## src/design/pfd_pkg.sv

```systemverilog
// Shared widths, register indexes, reset values and interface types for the
// PID controller with filtered derivative. No dependencies.
`timescale 1ns / 1ps

package pfd_pkg;

  // Field and datapath widths.
  localparam int DATA_W    = 32;
  localparam int TIME_W    = 31;
  localparam int PROD_W    = 2 * DATA_W;
  localparam int NUM_W     = 51;
  localparam int DEN_W     = TIME_W + 2;
  localparam int FRAC_W    = 16;
  localparam int CFG_IDX_W = 3;

  // Configuration register indexes.
  localparam logic [CFG_IDX_W-1:0] REG_KP     = 3'd0;
  localparam logic [CFG_IDX_W-1:0] REG_KI     = 3'd1;
  localparam logic [CFG_IDX_W-1:0] REG_KD     = 3'd2;
  localparam logic [CFG_IDX_W-1:0] REG_TAU    = 3'd3;
  localparam logic [CFG_IDX_W-1:0] REG_LIM_LO = 3'd4;
  localparam logic [CFG_IDX_W-1:0] REG_LIM_HI = 3'd5;

  // Register values after reset.
  localparam logic signed [DATA_W-1:0] KP_RST     = 32'sh0000_4CCD;
  localparam logic signed [DATA_W-1:0] KI_RST     = 32'sh0000_0000;
  localparam logic signed [DATA_W-1:0] KD_RST     = 32'sh0000_4000;
  localparam logic        [TIME_W-1:0] TAU_RST    = 31'h0000_2666;
  localparam logic signed [DATA_W-1:0] LIM_LO_RST = 32'shFFF6_0000;
  localparam logic signed [DATA_W-1:0] LIM_HI_RST = 32'sh000A_0000;

  // Saturation bounds of a 32-bit result.
  localparam logic signed [DATA_W-1:0] Q_MAX = 32'sh7FFF_FFFF;
  localparam logic signed [DATA_W-1:0] Q_MIN = 32'sh8000_0000;

  // Request to the divider: start strobe and operands.
  typedef struct packed {
    logic                    start;
    logic signed [NUM_W-1:0] num;
    logic        [DEN_W-1:0] den;
  } div_req_t;

  // Divider answer: one-cycle done strobe and the saturated quotient.
  typedef struct packed {
    logic                     done;
    logic signed [DATA_W-1:0] quot;
  } div_rsp_t;

endpackage

```

## src/design/pfd_mul.sv

```systemverilog
// Shared 32 x 32 signed multiplier with a registered 64-bit product.
// Depends on pfd_pkg for the widths.
`timescale 1ns / 1ps

module pfd_mul (
  input  logic                             clk_i,
  input  logic signed [pfd_pkg::DATA_W-1:0] a_i,
  input  logic signed [pfd_pkg::DATA_W-1:0] b_i,
  output logic signed [pfd_pkg::PROD_W-1:0] p_o
);
  import pfd_pkg::*;

  logic signed [PROD_W-1:0] p_q;

  // The product is registered: it is ready in the cycle after the operands are presented.
  always_ff @(posedge clk_i) begin
    p_q <= a_i * b_i;
  end

  assign p_o = p_q;

endmodule

```

## config.mk

```make
export PLATFORM = sky130hd
export DESIGN_NAME = pfd_mul
export DESIGN_NICKNAME = d
export VERILOG_FILES = /design/src/design/pfd_pkg.sv /design/src/design/pfd_mul.sv
export SDC_FILE = /design/constraint.sdc
export NUM_CORES = 2
export LEC_CHECK = 0
export BUFFER_PORTS_ARGS = -buffer_cell sky130_fd_sc_hd__buf_2
export CAP_MARGIN = 20
export CORE_ASPECT_RATIO = 2
export CORE_UTILIZATION = 65
export DETAILED_ROUTE_END_ITERATION = 7
export PLACE_DENSITY = 0.86
export SETUP_SLACK_MARGIN = 0.15
export SYNTH_ARGS = -nofsm -noshare
export SYNTH_HDL_FRONTEND = slang
export SYNTH_SLANG_ARGS = --single-unit
```

## constraint.sdc

```tcl
create_clock -name clk_i -period 12.5 [get_ports clk_i]
set_input_delay 1.25 -clock clk_i [delete_from_list [all_inputs] [get_ports clk_i]]
set_output_delay 1.25 -clock clk_i [all_outputs]
set_load 0.005 [all_outputs]
```

==> Word-level counts from Yosys, hierarchy flattened <==
Cells that the tools add are included.
W data, S select, Z words.
{ "word_totals": {"register_bits": 64, "inputBits": 65, "word_cells": 2} }
{ "op_classes": {"n_mul": 1} }
{ "ops": {"columns": ["operator", "count"], "rows": [
  ["$mul A32 B32 Y64", 1]
]} }

==> Depth between registers and ports, before layout <==
{ "depth": {"word_depth": 1, "mapped_depth": 28, "mapped_depth_nobuf": 27} }

==> Worst setup path before layout <==
Ideal clock, no wire load.
{ "synth_path": {"path_type": "input to register", "startpoint": "in b_i[2] (netlist bit)", "endpoint": "reg p_q[62], in the netlist p_o[62]", "setup_ns": 0.072, "arrival_time_ns": 8.439, "slack_ns": 3.989, "stages": 24, "cell_sequence": "clkbuf_1 nand2_1 inv_1 fa_1 fa_1 fa_1 fa_1 inv_1 fa_1 inv_1 fa_1 inv_1 fa_1 inv_1 fa_1 ha_1 and3_1 nand2_1 or3_1 o22a_1 o211ai_1 a31oi_1 o31ai_1 xor2_1"} }
{ "synth_between": {"elab_chain_cells": 1} }
{ "synth_lines": {"columns": ["element", "line", "rtl"], "rows": [
  ["start: declaration", "pfd_mul.sv:8", "input logic signed [pfd_pkg::DATA_W-1:0] b_i,"],
  ["$mul A32 B32 Y64", "pfd_mul.sv:17", "p_q <= a_i * b_i;"],
  ["end signal: assignment", "pfd_mul.sv:17", null],
  ["end: declaration", "pfd_mul.sv:13", "logic signed [PROD_W-1:0] p_q;"]
]} }
No other way between the ends.

==> Worst setup path in the final report <==
{ "layout_path": {"startpoint": "in b_i[6] (netlist bit)", "endpoint": "reg p_q[63], in the netlist p_o[63]"} }
Same word-level chain as after synthesis.

==> results.txt <==
----------------------------------------------------
[Setup path]
  Cell mode on critical path ... fa_1
  Type of the setup path with the least slack ... input port to flop
  Worst Setup End Kind ... flop
  Data arrival time of the worst path ... 10.45 ns
  CP Launch Type ... input port
  Cell at the slowest stage of the critical path ... fa_1
  Data required time of the worst path ... 12.86 ns
  Worst-path maximum fanout ... 32
  Crit-path max cell delay ... 1.02 ns

[Clock network]
  TritonCTS clock tree ... done
  Sink count of the clock tree ... 64
  Buffer levels on the longest clock path ... 2
  Hold Buf Count CTS ... 0
  Cell at the root of the clock tree ... clkbuf_16
  Number of buffers added by the clock tree synthesis step ... 9
  Resize count post-CTS ... 0
  H-Tree Depth ... 3
  Clock transition at the registers of the reported paths ... 0.09 ns
  Setup repair bufs after CTS ... 0

[STA]
  Sum of negative setup slack ... 0 ns
  Setup repair after global routing missed its margin ... no
  Max frequency ... 0.0991 GHz
  Number of max-slew violations in the final report ... 0
  Slew @ Worst Pin ... 1.00 ns
  Final Setup Violations ... 0
  Clock period minus worst slack ... 10.09 ns
  Worst max-slew margin expressed relative to the limit ... 33.4%
  Ratio of final minimum period to clock period ... 80.7%
  Final Hold Violating Endpoints ... 0

[Floorplan]
  Vertical extent of the die ... 341 µm
  Horizontal die dimension ... 171 µm
  Boundary Pins ... 129
  Die area ... 58300 µm²
  Std cell rows ... 123
  Initial core utilization ... 65.9%
  Core area ... 56500 µm²

[Yosys]
  Area contributors post-synth ... fa_1 (58%), inv_1 (9.6%), and2_1 (8.7%), ha_1 (6.2%), nand2_1 (5.2%)
  Fraction of synthesized cell area taken by the top area cell type ... 58.2%
  Count of flip-flops with a built-in enable after synthesis ... 0
  Most area-hungry cell type in the Yosys netlist ... fa_1
  Seq/Total Area, Yosys ... 3.44%
  Unique masters post-synth ... 63
  Primary flip-flop cell chosen by synthesis mapping ... dfxtp_1
  Number of warnings issued by yosys ... 0
  Synthesized netlist net count ... 5215
  #FFs+latches synth ... 64
  List of most frequent post-synthesis cells ... fa_1 (1082), inv_1 (952), and2_1 (516)
  Netlist Area Pre-Place ... 37200 µm²
  Post-Syn Instances ... 3884
  Syn avg cell area ... 9.59 µm²
  Async S/R FF share, synth ... 0%
  Most frequent cell after synthesis ... fa_1

[Drt]
  Via count of the routed design ... 28400
  Vias/cell ... 6.17
  DR iter-0 viols ... 2809
  Antenna Violating Nets Remaining ... 0
  Detailed-routing iteration count for the pre-antenna-repair pass ... 6
  Drc violations ... 0
  Routed len/inst ... 25.1 µm
  Overall routed net length ... 115000 µm

[Worst hold path]
  Cell count of the worst hold path ... 3
  Worst hold path type ... input port to flop

[Job]
  Max-cap check violation count ... 0

[GRT]
  Pin count of the biggest net entering global routing ... 33
  Global-route wire length before repair ... 185000 µm
  Congestion Overflow GR ... 0
  Antenna violations before repair ... 13
  Number of global-route vias before repair ... 33000
  GRT Resource Usage Total ... 44.3%

[Cells and area]
  Share of final-layout standard cells stronger than drive strength 1 ... 4.79%
  Area added between synthesis and finish ... 3.44%
  Non-filler instance count after layout ... 4606
  Reg area ... 1280 µm²
  Filler Cell Count ... 4140
  Net total in the final layout ... 5171
  Multi-input gate area in the final layout ... 31600 µm²
  Max reg flops ... 64

[Run status]
  Result of the run ... complete, no violations

[Placed design]
  Placer's final routability congestion estimate ... 0.988
  Placed cells ... 4578
  Quantity of I/O buffers inserted on ports ... 128
  Placed wire-length estimate after detailed placement ... 88600 µm

----------------------------------------------------
-- per-stage QoR --
stage | utilization, % | hold WS (ns) | cell area, µm² | worst slack (ns)
floorplan | - | 1.38 | 37200 | 3.99
global placement | 67.6 | 1.62 | 38200 | 2.21
detailed placement | 67.6 | 1.62 | 38200 | 2.10
CTS | 68.2 | 1.44 | 38500 | 2.46
global route | 68.2 | 1.44 | 38500 | 2.03
finish | 68.2 | 1.43 | 38500 | 2.41
-- path summary, 6_finish.rpt --
check               from       to
setup / recovery  b_i[6]  p_o[63]
hold / removal    a_i[0]   p_o[0]
-- critical path: cells and delay by family --
kind | cells | cell delay, ns
adders and majority gates | 9 | 4.91
AOI/OAI and AO/OA | 6 | 1.57
buffers and inverters | 9 | 2.17
and+or+nand+nor | 2 | 0.36
xor gates and xnor gates | 1 | 0.13
-- cells by family (layout without fill, tap and decap cells) --
group,after synthesis,after routing,share of synthesized area (%)
AO/OA/AOI/OAI,193,193,3.46
buffers and inverters,1152,1113,11.6
flip-flops,64,64,3.44
adder cells (fa/ha/maj),1266,1266,64.3
AND/OR/NAND/NOR,1134,1134,15.4
other,0,11,0
XOR/XNOR,75,75,1.76
-- final cells by class --
class	count	share of cell area [%]
multi-input cells	2668	82.1
repair buffers	145	1.99
diodes	11	0.0715
well taps	750	2.44
inverters	952	9.28
clock inverters	7	0.208
flip-flops and latches	64	3.33
clock buffers	9	0.585
-- cells in the final DEF, fill, tap and decap left out, drive strengths merged, types with 2 or more instances in the layout --
cell type / instances
ha: 184
o21ai: 31
o21a: 4
o22a: 2
nand3: 15
o31a: 2
fa: 1082
clkinv: 3
nor3: 7
and4: 4
nand2b: 9
a21oi: 68
xor2: 22
nor2: 42
inv: 954
a211oi: 8
o211ai: 3
a21boi: 3
o31ai: 7
and2: 516
dfxtp: 64
nand4: 7
diode: 11
and3: 9
nor2b: 3
o21bai: 15
a21o: 25
clkbuf: 9
nand3b: 2
or3: 5
nand2: 511
a31oi: 13
buf: 145
xnor2: 53
a2111oi: 2
nor4: 2
-- routing by layer --
layer	part of all wire, %	GRT usage [%]	routed length (µm)	up-vias
li1	-	-	-	11000
met1	26	41.6	29900	14300
met2	48	68.4	55900	2061
met3	11	18.8	12800	1089
met4	14	48.0	16700	8
met5	0.12	2.05	138	-
Power is not shown: default switching activity piles up to over one toggle a cycle in this logic, so the estimate is an artifact.
