===== src/design/pfd_pkg.sv =====
// Shared widths, register indexes, reset values and interface types for the
// PID controller with filtered derivative. No dependencies.
`timescale 1ns / 1ps

package pfd_pkg;

  // Field and datapath widths.
  localparam int DATA_W    = 32;
  localparam int TIME_W    = 31;
  localparam int PROD_W    = 2 * DATA_W;
  localparam int NUM_W     = 51;
  localparam int DEN_W     = TIME_W + 2;
  localparam int FRAC_W    = 16;
  localparam int CFG_IDX_W = 3;

  // Configuration register indexes.
  localparam logic [CFG_IDX_W-1:0] REG_KP     = 3'd0;
  localparam logic [CFG_IDX_W-1:0] REG_KI     = 3'd1;
  localparam logic [CFG_IDX_W-1:0] REG_KD     = 3'd2;
  localparam logic [CFG_IDX_W-1:0] REG_TAU    = 3'd3;
  localparam logic [CFG_IDX_W-1:0] REG_LIM_LO = 3'd4;
  localparam logic [CFG_IDX_W-1:0] REG_LIM_HI = 3'd5;

  // Register values after reset.
  localparam logic signed [DATA_W-1:0] KP_RST     = 32'sh0000_4CCD;
  localparam logic signed [DATA_W-1:0] KI_RST     = 32'sh0000_0000;
  localparam logic signed [DATA_W-1:0] KD_RST     = 32'sh0000_4000;
  localparam logic        [TIME_W-1:0] TAU_RST    = 31'h0000_2666;
  localparam logic signed [DATA_W-1:0] LIM_LO_RST = 32'shFFF6_0000;
  localparam logic signed [DATA_W-1:0] LIM_HI_RST = 32'sh000A_0000;

  // Saturation bounds of a 32-bit result.
  localparam logic signed [DATA_W-1:0] Q_MAX = 32'sh7FFF_FFFF;
  localparam logic signed [DATA_W-1:0] Q_MIN = 32'sh8000_0000;

  // Request to the divider: start strobe and operands.
  typedef struct packed {
    logic                    start;
    logic signed [NUM_W-1:0] num;
    logic        [DEN_W-1:0] den;
  } div_req_t;

  // Divider answer: one-cycle done strobe and the saturated quotient.
  typedef struct packed {
    logic                     done;
    logic signed [DATA_W-1:0] quot;
  } div_rsp_t;

endpackage


===== src/design/pfd_div.sv =====
// Iterative signed divider: truncated quotient of num * 2^16 / den,
// saturated to 32 bits, one quotient bit per cycle. Depends on pfd_pkg.
`timescale 1ns / 1ps

module pfd_div (
  input  logic              clk_i,
  input  logic              rst_ni,
  input  pfd_pkg::div_req_t req_i,
  output pfd_pkg::div_rsp_t rsp_o
);
  import pfd_pkg::*;

  localparam logic [1:0] DV_IDLE = 2'd0;
  localparam logic [1:0] DV_RUN  = 2'd1;
  localparam logic [1:0] DV_FIX  = 2'd2;

  logic [1:0]        state_q, state_d;
  logic [4:0]        cnt_q, cnt_d;
  logic              done_q, done_d;
  logic [DEN_W-1:0]  rem_q, rem_d;
  logic [DATA_W-1:0] sh_q, sh_d;
  logic [DEN_W-1:0]  den_q, den_d;
  logic              neg_q, neg_d;
  logic signed [DATA_W-1:0] res_q, res_d;

  logic [NUM_W-1:0]  mag;
  logic              big;
  logic [DEN_W:0]    trial;
  logic [DEN_W:0]    diff;
  logic              ge;

  // Magnitude of the dividend and the check for a quotient of 2^32 or more.
  assign mag   = req_i.num[NUM_W-1] ? NUM_W'(-req_i.num) : req_i.num;
  assign big   = mag >= {2'b00, req_i.den, 16'h0000};

  // One restoring step: bring down the next dividend bit and try to subtract.
  assign trial = {rem_q, sh_q[DATA_W-1]};
  assign diff  = trial - {1'b0, den_q};
  assign ge    = trial >= {1'b0, den_q};

  always_comb begin
    state_d = state_q;
    cnt_d   = cnt_q;
    done_d  = 1'b0;
    rem_d   = rem_q;
    sh_d    = sh_q;
    den_d   = den_q;
    neg_d   = neg_q;
    res_d   = res_q;
    case (state_q)
      DV_IDLE: begin
        if (req_i.start) begin
          neg_d = req_i.num[NUM_W-1];
          den_d = req_i.den;
          if (big) begin
            res_d  = req_i.num[NUM_W-1] ? Q_MIN : Q_MAX;
            done_d = 1'b1;
          end else begin
            rem_d   = mag[DEN_W+FRAC_W-1:FRAC_W];
            sh_d    = {mag[FRAC_W-1:0], 16'h0000};
            cnt_d   = '0;
            state_d = DV_RUN;
          end
        end
      end
      DV_RUN: begin
        rem_d = ge ? diff[DEN_W-1:0] : trial[DEN_W-1:0];
        sh_d  = {sh_q[DATA_W-2:0], ge};
        cnt_d = cnt_q + 5'd1;
        if (cnt_q == 5'd31) begin
          state_d = DV_FIX;
        end
      end
      DV_FIX: begin
        // Apply the sign and saturate the magnitude to the 32-bit range.
        if (neg_q) begin
          res_d = (sh_q > 32'h8000_0000) ? Q_MIN : $signed(32'(32'h0 - sh_q));
        end else begin
          res_d = sh_q[DATA_W-1] ? Q_MAX : $signed(sh_q);
        end
        done_d  = 1'b1;
        state_d = DV_IDLE;
      end
      default: begin
        state_d = DV_IDLE;
      end
    endcase
  end

  // Control state.
  always_ff @(posedge clk_i or negedge rst_ni) begin
    if (!rst_ni) begin
      state_q <= DV_IDLE;
      cnt_q   <= '0;
      done_q  <= 1'b0;
    end else begin
      state_q <= state_d;
      cnt_q   <= cnt_d;
      done_q  <= done_d;
    end
  end

  // Datapath registers.
  always_ff @(posedge clk_i) begin
    rem_q <= rem_d;
    sh_q  <= sh_d;
    den_q <= den_d;
    neg_q <= neg_d;
    res_q <= res_d;
  end

  assign rsp_o.done = done_q;
  assign rsp_o.quot = res_q;

endmodule


===== config.mk =====
export PLATFORM = sky130hd
export DESIGN_NAME = pfd_div
export DESIGN_NICKNAME = d
export VERILOG_FILES = /design/src/design/pfd_pkg.sv /design/src/design/pfd_div.sv
export SDC_FILE = /design/constraint.sdc
export NUM_CORES = 1
export LEC_CHECK = 0
export BUFFER_PORTS_ARGS = -buffer_cell sky130_fd_sc_hd__buf_4
export CORE_ASPECT_RATIO = 0.8
export CORE_UTILIZATION = 50
export CTS_CLUSTER_DIAMETER = 60
export DETAILED_ROUTE_END_ITERATION = 10
export PLACE_DENSITY_LB_ADDON = 0.08
export SKIP_CTS_REPAIR_TIMING = 1
export SLEW_MARGIN = 25
export SYNTH_ARGS = -nofsm -noshare
export SYNTH_HDL_FRONTEND = slang
export SYNTH_SLANG_ARGS = --single-unit

===== constraint.sdc =====
create_clock -name clk_i -period 5.44 [get_ports clk_i]
set_input_delay 0.544 -clock clk_i [delete_from_list [all_inputs] [get_ports clk_i]]
set_output_delay 0.544 -clock clk_i [all_outputs]
set_load 0.02 [all_outputs]

# Word level (Yosys, flattened, before mapping)
# Cells that the tools add are included.
classes:
  magnitude_cmp: 3
  n_div: 0
  n_eq_ne: 7
  n_addsub: 4
  n_mul: 0
  shift: 0
  reduce_logical: 7
  mux: 25
  n_bitwise: 0
op_table:
  columns: ["op", "n"]
  rows:
  - ["$mux W32", 7]
  - ["$pmux W32 S2", 2]
  - ["$mux W33", 3]
  - ["$pmux W33 S2", 1]
  - ["$ge A51 B49 Y1", 1]
  - ["$mux W51", 1]
  - ["$neg A51 Y51", 1]
  - ["$ge A34 B33 Y1", 1]
  - ["$sub A33 B33 Y33", 1]
  - ["$gt A32 B32 Y1 const B", 1]
  - ["$sub A1 B32 Y32 const A", 1]
  - ["$mux W31", 1]
  - ["$mux W5", 2]
  - ["$pmux W5 S2", 1]
  - ["$reduce_and A3 Y1", 3]
  - ["$ne A2 B2 Y1 const B", 4]
  - ["$mux W2", 3]
  - ["$add A5 B1 Y5 const B", 1]
  - ["$eq A5 B5 Y1 const B", 1]
  - ["$pmux W2 S2", 1]
  - ["$reduce_bool A2 Y1", 2]
  - ["$eq A2 B1 Y1 const B", 1]
  - ["$eq A2 B2 Y1 const B", 1]
  - ["$logic_not A2 Y1", 1]
  - ["other kinds (3)", 4]
totals:
  wordCells: 54
  latchBits: 0
  ramBits: 0
  mem_bits_ro: 0
  reg_bits: 139
  n_memories: 0
  output_inout_bits: 33
  in_bits: 87

# Longest topological paths before layout
# Gate-level depths: netlist of the first run.
logic_depth:
  depth_word: 6
  ltp_mapped: 18
  mapped_depth_nobuf: 17

# Least setup slack after synthesis of the first run
# OpenSTA, ideal clock, no wires.
synth_path:
  path_kind: "input to register"
  start: "input req_i[33] (netlist bit)"
  end: "register rem_q[0], enable pin"
  setup_slack_ns: -0.733
  required_ns: 4.983
  setup_ns: 0.457
  stages: 16
  arrival_time_ns: 5.716
  path_buffers: 1
  cell_sequence: "inv_1 -> ha_1 -> nor4b_4 -> and3_1 -> clkbuf_1 -> nand3_1 -> or2_2 -> o41ai_1 -> xnor2_1 -> ha_1 -> nand4_1 -> nor2_1 -> a2111oi_0 -> o21ai_0 -> o21a_1 -> nor4_4"
synth_between:
  elab_chain_len: 5
synth_rtl:
  columns: ["item", "line_no", "text"]
  rows:
  - ["start: declaration", "pfd_div.sv:8", "input pfd_pkg::div_req_t req_i,"]
  - ["$neg A51 Y51", "pfd_div.sv:33", "assign mag = req_i.num[NUM_W-1] ? NUM_W'(-req_i.num) : req_i.num;"]
  - ["$mux W51 *", "pfd_div.sv:33", null]
  - ["$ge A51 B49 Y1 *", "pfd_div.sv:34", "assign big = mag >= {2'b00, req_i.den, 16'h0000};"]
  - ["$ne A2 B2 Y1 (no line) *", null, null]
  - ["$reduce_and A3 Y1 (no line) *", null, null]
  - ["end signal: assignment", "pfd_div.sv:105", "rem_q <= rem_d;"]
  - ["end: declaration", "pfd_div.sv:20", "logic [DEN_W-1:0] rem_q, rem_d;"]
# Mark *: on every way between the ends. The rest lies on a longest branch, timed or not.
# A chain may end at the register's enable or synchronous reset.

# Worst setup path in the final report of the first run
layout_path:
  start: "input req_i[49] (netlist bit)"
  end: "register res_q[0], enable pin"
layout_between:
  elab_chain_len: 5
layout_rtl:
  columns: ["item", "line_no", "text"]
  rows:
  - ["$neg A51 Y51", "pfd_div.sv:33", null]
  - ["$mux W51 *", "pfd_div.sv:33", null]
  - ["$ge A51 B49 Y1 *", "pfd_div.sv:34", null]
  - ["$ne A2 B2 Y1 (no line) *", null, null]
  - ["$reduce_and A3 Y1 (no line) *", null, null]
  - ["end signal: assignment", "pfd_div.sv:109", "res_q <= res_d;"]
  - ["end: declaration", "pfd_div.sv:24", "logic signed [DATA_W-1:0] res_q, res_d;"]
# Marked as above.

==> results.sh, run 1 <==
export IMPL_status="finished with violations"
export IMPL_violations="design-rule violations"
export IMPL_crit_fanout=32
export IMPL_ys_async_sr_fraction_pct=5.76
export IMPL_clockBufferDepth=2
export IMPL_crit_chain="buf_4 > or4_4 > nor4_4 > nand3_1 > or2_2 > o41ai_1 > xnor2_1 > ha_1 > nand4_1 > nor2_1 > nand4b_1 > or4_1 > a2111oi_0 > and4_1 > o41ai_1 > o21ai_2 > buf_12"
export IMPL_synth_fp_nets=1376
export IMPL_syn_area_um2=10700
export IMPL_die_w_um=165
export IMPL_ant_nets=0
export IMPL_setup_violations_final=0
export IMPL_area_delta_synth_final_pct=19.0
export IMPL_worst_setup_path_type="input pin to flop"
export IMPL_htreeDepth=4
export IMPL_yosys_warnings=0
export IMPL_ys_types=76
export IMPL_post_dp_cell_area_um2=12000
export IMPL_drc=24
export IMPL_gp_congestion=0.887
export IMPL_diodes=0
export IMPL_fp_dieH_um=133
export IMPL_nets=1497
export IMPL_cts_tree="built"
export IMPL_clock_sinks=139
export IMPL_vdd_drop_max_mv=0.267
export IMPL_rows=47
export IMPL_cp_start_kind="input pin"
export IMPL_root_buffer="clkbuf_16"
export IMPL_cts_buffers=17
export IMPL_path_clk_slew_ns=0.07
export IMPL_finalInstanceArea_um2=12700
export IMPL_leakagePower_nw=5.19
export IMPL_num_io_pins=120
export IMPL_fin_skew_ns=0.0144
export IMPL_syn_avg_cell_area_um2=8.76
export IMPL_fp_coreArea_um2=20800
export IMPL_synth_top_flop_cell="edfxtp_1"
export IMPL_netlist_area_leader_share_pct=36.9
export IMPL_max_freq_ghz=0.192
export IMPL_ys_seq_area_share_pct=38.8
export IMPL_grt_pass1_wl_um=48200
export IMPL_grt_remaining_overflow=0
export IMPL_synth_edf_count=131
export IMPL_crit_top_cell="o41ai_1"
export IMPL_wirelength_um=30500
export IMPL_ys_top_cells_by_count="edfxtp_1 (131), nor2_1 (129), nand2_1 (125)"
export IMPL_power_density_nw_per_um2=452
export IMPL_grt_max_degree=69
export IMPL_syn_inst=1217
export IMPL_initial_core_util_pct=51.2
export IMPL_hold_viol=0
export IMPL_relSlewSlack_pct=33.8
export IMPL_vias=9659
export IMPL_io_buffer_count=119
export IMPL_final_util_pct=61.0
export IMPL_rsz0062_at_grt="false"
export IMPL_grt_antenna_before_repair=1
export IMPL_critical_path_required_ns=5.57
export IMPL_drv_slew=0
export IMPL_wl_per_cell_um=18.8
export IMPL_yosysTopAreaCell="edfxtp_1"
export IMPL_cap_viol_max_count=0
export IMPL_clock_latency_ns=0.43
export IMPL_period_needed_ns=5.21
export IMPL_hp_class="input pin to flop"
export IMPL_dieArea_um2=21900
export IMPL_max_stage_delay_ns=0.58
export IMPL_hpwl_um=22700
export IMPL_synth_most_common_cell="edfxtp_1"
export IMPL_yosys_top_cells_area="edfxtp_1 (37%), ha_1 (8.3%), xnor2_1 (5.1%)"
export IMPL_via_per_inst=5.96
export IMPL_grt_total_usage_pct=28.6
export IMPL_cpMaxStageDelayCell="or4_4"
export IMPL_worstPathArrival_ns=5.34
export IMPL_critPathCaptureType="flop"
export IMPL_min_period_over_period_pct=95.8
export IMPL_ys_seq_elements=139
export IMPL_drt_pass1_iterations=8
export IMPL_grt_pass1_vias=8833
export IMPL_drt_iter0_drc=906
export IMPL_drive_gt1_share_pct=17.1
export IMPL_tightest_slew_ns=0.980
## report_power, final
group          internal (W)  switching [W]  total [W]
Sequential          0.00159       0.000230    0.00182
Clock              0.000751       0.000539    0.00129
Combinational       0.00101        0.00161    0.00262
## worst max-delay path: cells and delay by family
kind | cells | cell delay, ns
buf+inv | 2 | 0.34
compound gates | 4 | 0.82
fa+ha+maj | 1 | 0.36
xor+xnor | 1 | 0.17
simple gates | 9 | 3.09
## per-stage QoR
| step | power (W) | setup TNS, ns | cells | setup slack (ns) | hold WS [ns] |
|---|---|---|---|---|---|
| final | 0.00573 | 0 | 1620 | 0.230 | 0.291 |
| after global routing | 0.00611 | 0 | 1620 | 0.0159 | 0.285 |
| after CTS | 0.00571 | 0 | 1619 | 0.374 | -0.0866 |
| after detailed placement | 0.00440 | -1.70 | 1587 | -0.0570 | 0.371 |
| after global placement | 0.00437 | 0 | 1587 | 0.0755 | 0.375 |
| after floorplan | 0.00362 | -47.86 | 1217 | -0.706 | 0.248 |
## path summary, 6_finish.rpt
| path | from | end | slack [ns] | cells after the start |
|---|---|---|---|---|
| hold / removal | req_i[23] | den_q[23]$_DFFE_PP_ | 0.29 | 1 |
| min in group asynchronous | rst_ni | cnt_q[0]$_DFFE_PN0P_ | 0.47 | 2 |
| hold reg to reg | cnt_q[0]$_DFFE_PN0P_ | cnt_q[0]$_DFFE_PN0P_ | 0.51 | 1 |
| setup / recovery | req_i[49] | res_q[0]$_DFFE_PP_ | 0.23 | 17 |
| setup reg to reg | sh_q[31]$_DFFE_PP_ | rem_q[12]$_DFFE_PP_ | 1.70 | 12 |
| max in group asynchronous | rst_ni | done_q$_DFF_PN0_ | 4.83 | 2 |
## cell usage in the layout, fill, tap and decap left out, drive strengths merged, types with 23 or more instances in the layout
master / netlist / routed
nor2: 129 / 129
edfxtp: 131 / 131
o31ai: 24 / 24
buf: 13 / 160
or3: 26 / 26
nand2: 125 / 125
ha: 71 / 71
o21ai: 91 / 91
xor2: 23 / 23
a21oi: 101 / 101
inv: 85 / 93
a31oi: 27 / 27
xnor2: 62 / 62
## cell families after synthesis
| group | after synthesis | share of synthesized area [%] |
|---|---|---|
| compound gates | 327 | 18.9 |
| xor+xnor | 85 | 6.98 |
| fa+ha+maj | 72 | 8.52 |
| buf+inv | 144 | 5.27 |
| flops | 139 | 38.8 |
| mux | 8 | 0.798 |
| simple gates | 442 | 20.7 |
## registers in the layout (all words and copies together), names as in the netlist
register,cells
rem_q,33
neg_q,1
res_q,32
cnt_q,5
done_q,1
state_q,2
sh_q,32
den_q,33
## metal layers
layer	track usage, %	up-vias	share of wire [%]
li1	-	4689	-
met1	45.4	4470	50
met2	38.2	465	39
met3	6.74	33	10
met4	6.63	2	1.3
met5	0	-	0.059
## layout make-up
class / count / area [µm²]
Fill cell: 1844 / 8130
Sequential cell: 139 / 4130
Timing Repair Buffer: 161 / 1250
Clock buffer: 17 / 425
Tap cell: 269 / 337
Inverter: 85 / 319
Multi-Input combinational cell: 934 / 6010
Clock inverter: 15 / 223
Note: power is estimated with default switching activity, not from simulation.
==> inputs of run 2 (changes only) <==
==> constraint.sdc (replaced) <==
create_clock -name clk_i -period 5 [get_ports clk_i]
set_input_delay 0.5 -clock clk_i [delete_from_list [all_inputs] [get_ports clk_i]]
set_output_delay 0.5 -clock clk_i [all_outputs]
set_load 0.02 [all_outputs]
==> run 2 against run 1 <==
Design area rose by 3.6%. Sequential power rose by 9.9%. The flow still finishes with violations (design-rule violations). Register-to-register slack got worse by 0.53 ns. Hold slack got worse by 0.051 ns. Clock-buffer cell count did not move. Non-clock buffer count rose by 54. Highest routed layer is now met4. Core utilization rose by 2.2 points. Clock skew fell by 0.0013 ns. Clock power rose by 6%. Die area did not move. Largest power group unchanged. Critical path depth did not move. Combinational power rose by 12%.
==> results.sh, run 2 (same netlist as run 1, synthesis figures left out) <==
export IMPL_status="finished with violations"
export IMPL_violations="design-rule violations"
export IMPL_period_needed_ns=4.84
export IMPL_cts_tree="built"
export IMPL_hpwl_um=23900
export IMPL_grt_total_usage_pct=29.6
export IMPL_diodes=0
export IMPL_worst_setup_path_type="input pin to flop"
export IMPL_rsz0062_at_grt="false"
export IMPL_worstPathArrival_ns=4.99
export IMPL_drc=17
export IMPL_post_dp_cell_area_um2=12400
export IMPL_via_per_inst=6.01
export IMPL_fin_skew_ns=0.0131
export IMPL_crit_chain="buf_4 > or4_4 > nor4_4 > nand4_1 > or3_4 > o31a_1 > xor2_1 > ha_1 > nand4_1 > nor3_1 > nand2_1 > or4_1 > a2111oi_1 > and4_1 > o41ai_2 > o21ai_4 > clkbuf_16"
export IMPL_grt_remaining_overflow=0
export IMPL_cts_buffers=17
export IMPL_drt_pass1_iterations=9
export IMPL_grt_util_met3_pct=4.98
export IMPL_cpMaxStageDelayCell="or4_4"
export IMPL_place_inst=1638
export IMPL_crit_path_start="req_i[49]"
export IMPL_r2r_start="sh_q[31]$_DFFE_PP_"
export IMPL_path_delay_family="simple AND/OR/NAND/NOR gates"
export IMPL_min_period_over_period_pct=96.8
export IMPL_grt_busiest_layer="met1"
export IMPL_drive_gt1_share_pct=20.9
export IMPL_relSlewSlack_pct=33.7
export IMPL_grt_max_degree=52
export IMPL_finalInstanceArea_um2=13100
export IMPL_fp_dieH_um=133
export IMPL_vias=10100
export IMPL_leakagePower_nw=5.44
export IMPL_power_w=0.00630
export IMPL_hp_class="input pin to flop"
export IMPL_io_buffer_count=119
export IMPL_dieArea_um2=21900
export IMPL_crit_fanout=8
export IMPL_drt_iter0_drc=1165
export IMPL_clock_sinks=139
export IMPL_wl_per_cell_um=19.3
export IMPL_wirelength_um=32400
export IMPL_worst_path_buf_inv=2
export IMPL_critical_path_required_ns=5.15
export IMPL_fin_tns_setup_ns=0
export IMPL_die_w_um=165
export IMPL_final_cells=1674
export IMPL_layout_common_cells="buf_4 (209), edfxtp_1 (131), nor2_1 (127), nand2_1 (125), a21oi_1 (100)"
export IMPL_fp_coreArea_um2=20800
export IMPL_crit_top_cell="nand4_1"
export IMPL_final_util_pct=63.1
export IMPL_hold_start="req_i[6]"
export IMPL_initial_core_util_pct=51.2
export IMPL_power_density_nw_per_um2=479
export IMPL_grt_antenna_before_repair=0
export IMPL_path_clk_slew_ns=0.07
export IMPL_multiInputGateArea_um2=6060
export IMPL_grt_pass1_vias=9049
export IMPL_nets=1551
export IMPL_fillCellCount=1781
export IMPL_num_io_pins=120
export IMPL_cp_start_kind="input pin"
export IMPL_gp_congestion=0.908
export IMPL_hold_viol=0
export IMPL_drv_slew=0
export IMPL_vdd_drop_max_mv=0.265
export IMPL_reg_top3="den_q (33), rem_q (33)"
export IMPL_final_common_cell="buf_4"
export IMPL_grt_use_met2_pct=39.4
export IMPL_critPathCaptureType="flop"
export IMPL_max_freq_ghz=0.207
export IMPL_use_met1_pct=48.1
export IMPL_grt_pass1_wl_um=49700
export IMPL_seq_area_um2=4130
export IMPL_tightest_slew_ns=0.995
export IMPL_cap_viol_max_count=0
export IMPL_ant_nets=0
export IMPL_setup_violations_final=0
export IMPL_rows=47
export IMPL_clockBufferDepth=2
export IMPL_area_delta_synth_final_pct=23.3
export IMPL_clock_latency_ns=0.44
export IMPL_max_stage_delay_ns=0.57
export IMPL_root_buffer="clkbuf_16"
export IMPL_htreeDepth=4
==> run 2: through the flow <==
step | worst slack [ns] | hold WS (ns)
6_report | 0.162 | 0.240
5_1_grt | 0.0193 | 0.236
4_1_cts | 0.0377 | -0.132
3_5_place_dp | -0.349 | 0.324
3_3_place_gp | -0.275 | 0.324
2_1_floorplan | -1.10 | 0.204
==> run 2: power by group <==
group	internal, W	switching, W	total (W)	leakage (nW)
Sequential	0.00173	0.000270	0.00200	1.35
Combinational	0.00113	0.00179	0.00293	3.79
Clock	0.000764	0.000603	0.00137	0.298
Total	0.00363	0.00267	0.00630	5.44
==> run 2: worst reg2reg max path: cells and delay by family (launching register included) <==
kind | cells | cell delay (ns)
AO/OA/AOI/OAI | 5 | 1.08
buffers and inverters | 3 | 0.72
flip-flops | 1 | 0.39
AND/OR/NAND/NOR | 2 | 0.95
adder cells (fa/ha/maj) | 2 | 0.44
==> run 2: metal layers <==
metal	routed length, µm	vias up
met5	0	-
met2	12600	526
met3	3270	38
met4	555	0
met1	15900	4697
li1	-	4799
==> run 2: worst paths after layout <==
path | to | slack [ns] | depth (start not counted)
max in group asynchronous | state_q[0]$_DFFE_PN0P_ | 4.46 | 2
hold / removal | den_q[6]$_DFFE_PP_ | 0.24 | 1
setup reg to reg | rem_q[7]$_DFFE_PP_ | 1.17 | 12
setup / recovery | res_q[19]$_DFFE_PP_ | 0.16 | 17
hold reg to reg | cnt_q[0]$_DFFE_PN0P_ | 0.53 | 1
min in group asynchronous | cnt_q[3]$_DFFE_PN0P_ | 0.41 | 2
==> run 2: final cells by class <==
class                      count  share of cell area, %
tap                          269                   2.56
sequential                   139                   31.4
inverter                      85                   2.43
timing repair buffer         215                   12.7
clock buffer                  17                   3.24
clock inverter                15                   1.49
multi-input combinational    934                   46.1
